<file path="src/sv/tcg_pkg.sv">
// shared types and constants for the text console grid
`timescale 1ns / 1ps
package tcg_pkg;

  localparam int MODE_W = 2;
  localparam int CHAR_W = 8;
  localparam int RROW_W = 5;
  localparam int RCOL_W = 6;
  localparam int OCOL_W = 6;
  localparam int OROW_W = 5;

  typedef enum logic [1:0] {
    MODE_PUT   = 2'd0,
    MODE_CLEAR = 2'd1,
    MODE_READ  = 2'd2,
    MODE_NONE  = 2'd3
  } mode_t;

  localparam logic [CHAR_W-1:0] CH_BS    = 8'd8;
  localparam logic [CHAR_W-1:0] CH_LF    = 8'd10;
  localparam logic [CHAR_W-1:0] CH_CR    = 8'd13;
  localparam logic [CHAR_W-1:0] CH_SPACE = 8'h20;

  typedef enum logic [1:0] {
    KIND_CHAR,
    KIND_READ,
    KIND_OTHER
  } kind_t;

  typedef enum logic [2:0] {
    ST_IDLE,
    ST_EXEC,
    ST_SWEEP,
    ST_WRITE,
    ST_DONE
  } state_t;

  typedef struct packed {
    logic cap;
    logic apply;
    logic sweep_wr;
    logic put_wr;
    logic rd_issue;
    logic load_out;
  } cmd_t;

  typedef struct packed {
    kind_t kind;
    logic  row_ok;
    logic  sweep_last;
    logic  out_free;
  } sts_t;

endpackage

</file>
<file path="src/sv/tcg_ctrl.sv">
// sequencing state machine for the text console grid
`timescale 1ns / 1ps
module tcg_ctrl (
  input  logic          clk,
  input  logic          rst_n,
  input  logic          in_valid,
  output logic          in_ready,
  input  tcg_pkg::sts_t sts,
  output tcg_pkg::cmd_t cmd
);

  tcg_pkg::state_t state_r, state_nxt;

  always_ff @(posedge clk) begin
    if (!rst_n) begin
      state_r <= tcg_pkg::ST_IDLE;
    end else begin
      state_r <= state_nxt;
    end
  end

  always_comb begin
    state_nxt = state_r;
    cmd       = '0;
    in_ready  = 1'b0;
    case (state_r)
      tcg_pkg::ST_IDLE: begin
        in_ready = 1'b1;
        if (in_valid) begin
          cmd.cap   = 1'b1;
          state_nxt = tcg_pkg::ST_EXEC;
        end
      end
      tcg_pkg::ST_EXEC: begin
        case (sts.kind)
          tcg_pkg::KIND_CHAR: begin
            // a row blanked by scroll or clear is filled with spaces first
            state_nxt = sts.row_ok ? tcg_pkg::ST_WRITE : tcg_pkg::ST_SWEEP;
          end
          tcg_pkg::KIND_READ: begin
            cmd.rd_issue = 1'b1;
            state_nxt    = tcg_pkg::ST_DONE;
          end
          default: begin
            cmd.apply = 1'b1;
            state_nxt = tcg_pkg::ST_DONE;
          end
        endcase
      end
      tcg_pkg::ST_SWEEP: begin
        cmd.sweep_wr = 1'b1;
        if (sts.sweep_last) begin
          state_nxt = tcg_pkg::ST_WRITE;
        end
      end
      tcg_pkg::ST_WRITE: begin
        cmd.put_wr = 1'b1;
        state_nxt  = tcg_pkg::ST_DONE;
      end
      tcg_pkg::ST_DONE: begin
        if (sts.out_free) begin
          cmd.load_out = 1'b1;
          state_nxt    = tcg_pkg::ST_IDLE;
        end
      end
      default: begin
        state_nxt = tcg_pkg::ST_IDLE;
      end
    endcase
  end

  assert property (@(posedge clk) disable iff (!rst_n)
    (state_r == tcg_pkg::ST_DONE && sts.out_free) |=> state_r == tcg_pkg::ST_IDLE)
    else $error("result transaction not followed by idle");

  assert property (@(posedge clk) disable iff (!rst_n)
    cmd.cap |=> state_r == tcg_pkg::ST_EXEC)
    else $error("captured item not executed");

  assert property (@(posedge clk) disable iff (!rst_n)
    (state_r == tcg_pkg::ST_SWEEP && !sts.sweep_last) |=> state_r == tcg_pkg::ST_SWEEP)
    else $error("row sweep left early");

endmodule

</file>
<file path="config.mk">
export PLATFORM = sky130hd
export DESIGN_NAME = tcg_ctrl
export DESIGN_NICKNAME = d
export VERILOG_FILES = /design/src/sv/tcg_pkg.sv /design/src/sv/tcg_ctrl.sv
export SDC_FILE = /design/constraint.sdc
export NUM_CORES = 1
export LEC_CHECK = 0
export BUFFER_PORTS_ARGS = -buffer_cell sky130_fd_sc_hd__buf_2
export CAP_MARGIN = 20
export CELL_PAD_IN_SITES_DETAIL_PLACEMENT = 1
export CELL_PAD_IN_SITES_GLOBAL_PLACEMENT = 1
export CORE_AREA = 2 2 39 41
export CTS_CLUSTER_SIZE = 24
export DETAILED_ROUTE_END_ITERATION = 8
export DIE_AREA = 0 0 41 43
export GPL_TIMING_DRIVEN = 0
export PLACE_DENSITY_LB_ADDON = 0.1
export SLEW_MARGIN = 5
export SYNTH_ARGS = -nofsm -noshare
export SYNTH_HDL_FRONTEND = slang
export SYNTH_SLANG_ARGS = --single-unit
</file>
<file path="constraint.sdc">
create_clock -name clk -period 1.3 [get_ports clk]
set_clock_uncertainty 0.15 [all_clocks]
set_input_delay 0 -clock clk [delete_from_list [all_inputs] [get_ports clk]]
set_output_delay 0 -clock clk [all_outputs]
set_load 0.02 [all_outputs]
</file>
---- Word level (Yosys, flattened, before mapping) ----
Cells that the tools add are included.
Widths: inputs -> output; s select.
operators by class
  equality and inequality tests ........... 8
  muxes and demuxes ....................... 17
  reductions and logical operators ........ 4
operators with widths
  kind                count
  $pmux 3 s5          1
  $mux 1              12
  $mux 3              4
  $eq 3x2->1 const B  2
  $ne 2x2->1 const B  3
  $eq 3x1->1 const B  1
  $eq 3x3->1 const B  1
  $logic_not 3->1     1
  $reduce_and 3->1    1
  $eq 2x1->1 const B  1
  $logic_not 2->1     1
  $reduce_or 2->1     1
storage, ports and cells
  flip-flop bits (word level) ............. 3
  bits of input ports ..................... 8
  output and inout bits ................... 7
  logic and storage cells ................. 30

---- Longest topological paths before layout ----
  depth after elaboration ................. 4
  gate-level depth with buffers ........... 3
  depth with buffers taken out ............ 2

---- Worst setup path before layout ----
OpenSTA, ideal clock, no wires.
  kind .................................... register to output
  start point ............................. reg state_r[1]
  end point ............................... out cmd[5] in the netlist's numbering
  arrival time ............................ 1.269 ns
  data required time ...................... 1.150 ns
  path slack .............................. -0.119 ns
  cell stages (with the launch flop) ...... 4
  path buffers ............................ 1
  cells stage by stage .................... dfxtp_1 -> buf_6 -> nor3_1 -> and2_1
RTL lines
  what                    RTL line        RTL
  from (decl)             tcg_ctrl.sv:12  tcg_pkg::state_t state_r, state_nxt;
  from (signal assigned)  tcg_ctrl.sv:16  state_r <= tcg_pkg::ST_IDLE;
  from (signal assigned)  tcg_ctrl.sv:18  state_r <= state_nxt;
  to (decl)               tcg_ctrl.sv:9   output tcg_pkg::cmd_t cmd

==> results.ini <==
[synth]
synth_top_family_by_area=simple AND/OR/NAND/NOR gates
post_synthesis_sequential_element_count=3
synthesis.area_per_instance_um2=9.64
synth_warnings=0
synth_mux_area_frac=0.0432
yosys.cell_types.count=21
synth_nets=32
synth_simple_gate_area_frac=0.503
cell_area_synth_um2=231
syn_inst=24
ys_seq_area_frac=0.259
post_synth_fa_ha_maj_area_fraction=0
yosys.area_share.xor_xnor=0
synth_compound_gate_area_share=0.130

[grt]
first_global_vias=321
grt_first_pass_wirelength_mm=1.32
grt_util_all_layers=0.114
grt_start_max_net_pins=11
overflow=0
antenna_found_initial=0

[finish]
final_core_utilization=0.335
layout.cells.most_common_list=buf_2 (11), dlygate4sd3_1 (6), buf_6 (3), clkbuf_4 (3)
layout_top_registers=state_r: 3 flops
multi_input_area_um2=175
antenna_cells_inserted=0
largest_reg_flops=3
n_fill_cell=171
stdcell_count=65
post_route_cells_drive_above_1_share=0.592
area.growth.synth_to_final_pct=100
layout_commonest_cell=buf_2
sequential_cell_area_um2=62.6
num-nets-final=58
max_flop_register=state_r

[route]
dr_total_vias=293
via_per_inst=4.51
m1WireLength_um=271
top_layer_used=met4
met2_wirelength_um=426
met3RoutedLength_um=54
drt_drc_violations_left=0
routed_wl_um=761
ant_nets=0
route.detailed.wl_per_inst_um=11.7
drtIter0Drc=1
drt_pre_antenna_iters=2

[die]
placement_rows=14
ios=15
die_w_um=41
chipHeight_um=43
floorplan.die_area_um2=1760
floorplan.core_area_um2=1380
starting_utilization_of_the_core_area=0.167

[timing]
fin_crit_ns=1.27
final.hold.worst_slack_ns=-0.00732
final.period_utilization=0.977
worst_slew_pin_slew_ns=0.266
final.setup.tns_ns=0
drv_slew=0
finalSetupViolations=0
fmax_ghz=0.787
timing.slew.headroom=0.820
setup_repair_after_global_routing_missed_its_margin=true
report.final.hold_viol_count=1

[pwr]
powerDensity_nw_per_um2=854
power.total_mw=0.395
ir_worst_vdd_mv=0.207
power.leakage_nw=0.205

[setup_path]
cp_cell_sequence=buf_6, nor2_1, and4b_1, buf_4
cp_max_fo=10
critPathSlowestCell=dfxtp_1
ff2ff_path_depth=3
timing.setup.critical_path_class=reg2out
end_kind=output port
r2r-start=state_r[1]
worst_ep_arrival_time_ns=1.12
timing.reg2reg.setup_slack_ns=0.10
rr_endpoint=state_r[1]
worstSetupStartpointType=flip-flop
dominant_delay_contributor_by_cell_family_on_the_critical_path=simple AND/OR/NAND/NOR gates
cp_slowest_stage_delay_ns=0.30
path_buf_inv=2
crit_required_ns=1.15

[status]
result_of_the_run=finished, violations left
failing_checks=hold timing

[worst_hold_path]
holdCritPathClass=in2reg
count_of_cells_along_the_worst_hold_path=3
hold_start=in_valid
holdPathEnd=state_r[0]

[placed_design]
io_buffers=14
gp_congestion=0.706
detailedPlacementHpwl_um=515
dp_cells=54

[clocking]
tritoncts.num_buffers=3
clock_sinks=3
htree_levels=1
clk_path_buf_depth=2
worst_skew_pair.late_latency_ns=0.23
clockRootBuffer=clkbuf_4
cts.clk_slew.worst_paths_ns=0.04
tritoncts=yes

[flow_run]
maxCapViolations=0

where the power goes:
group / leakage, nW / switching, mW / internal [mW]
clock: 0.0150 / 0.0491 / 0.115
combinational: 0.165 / 0.0531 / 0.0690
sequential: 0.0253 / 0.00955 / 0.0995
total: 0.205 / 0.112 / 0.284
layout make-up:
type / instances / area share
timing repair buffer: 21 / 0.330
clock buffer: 4 / 0.0568
multi-input combinational: 19 / 0.378
buffer: 2 / 0.0568
sequential: 3 / 0.135
tap: 16 / 0.0432
worst max path at each step:
stage | from | endpoint | slack (ns) | cells after the start
5_1_grt | state_r[1] | cmd[1] | -0.03 | 4
6_report | state_r[1] | cmd[1] | 0.03 | 4
3_5_place_dp | state_r[0] | state_r[2] | 0.06 | 3
4_1_cts | state_r[1] | cmd[5] | 0.007 | 4
3_3_place_gp | state_r[0] | state_r[2] | 0.09 | 3
2_1_floorplan | state_r[1] | cmd[5] | 0.1 | 3
through the flow:
stage | area, µm² | setup WS [ns]
after floorplan | 236 | 0.0965
after global placement | 327 | 0.0884
after detailed placement | 327 | 0.0626
after CTS | 428 | 0.00718
after global routing | 463 | -0.0349
final | 463 | 0.0293
cell usage after synthesis:
master	number	area, µm²
and2_1	1	6.26
and3_1	1	6.26
and3b_2	1	10.0
and4b_1	1	10.0
and4bb_2	1	12.5
buf_6	1	11.3
clkbuf_1	1	3.75
dfxtp_1	3	60.1
mux2i_1	1	10.0
nand2b_1	1	6.26
nand3b_1	1	7.51
nand4b_1	1	8.76
nor2_1	1	3.75
nor3_1	2	10.0
nor3b_1	1	7.51
nor4b_1	1	8.76
o22ai_2	1	12.5
o2bb2ai_1	1	8.76
o32ai_1	1	8.76
or2b_1	1	7.51
or3_4	1	11.3
worst min-delay path, delay by kind of cell:
family	cells	cell delay, ns
mux	1	0.13
buf+inv	1	0.11
compound gates	1	0.09
kinds of logic after synthesis:
family / after synthesis
mux: 1
flops: 3
compound gates: 3
simple gates: 15
buf+inv: 2
timing repair:
item,in CTS,in global routing
endpoints found under the hold margin,3,0
setup buffers,0,1
pin swaps,0,2
hold buffers,6,0
resized for setup,5,9
setup endpoints to repair,6,6
layer usage:
layer / vias to the layer above / global-route usage
met5: - / 0
met4: 0 / 0.0800
met3: 2 / 0.0314
met2: 11 / 0.188
met1: 136 / 0.115
li1: 144 / -
Power figures use the tool's default switching activity.
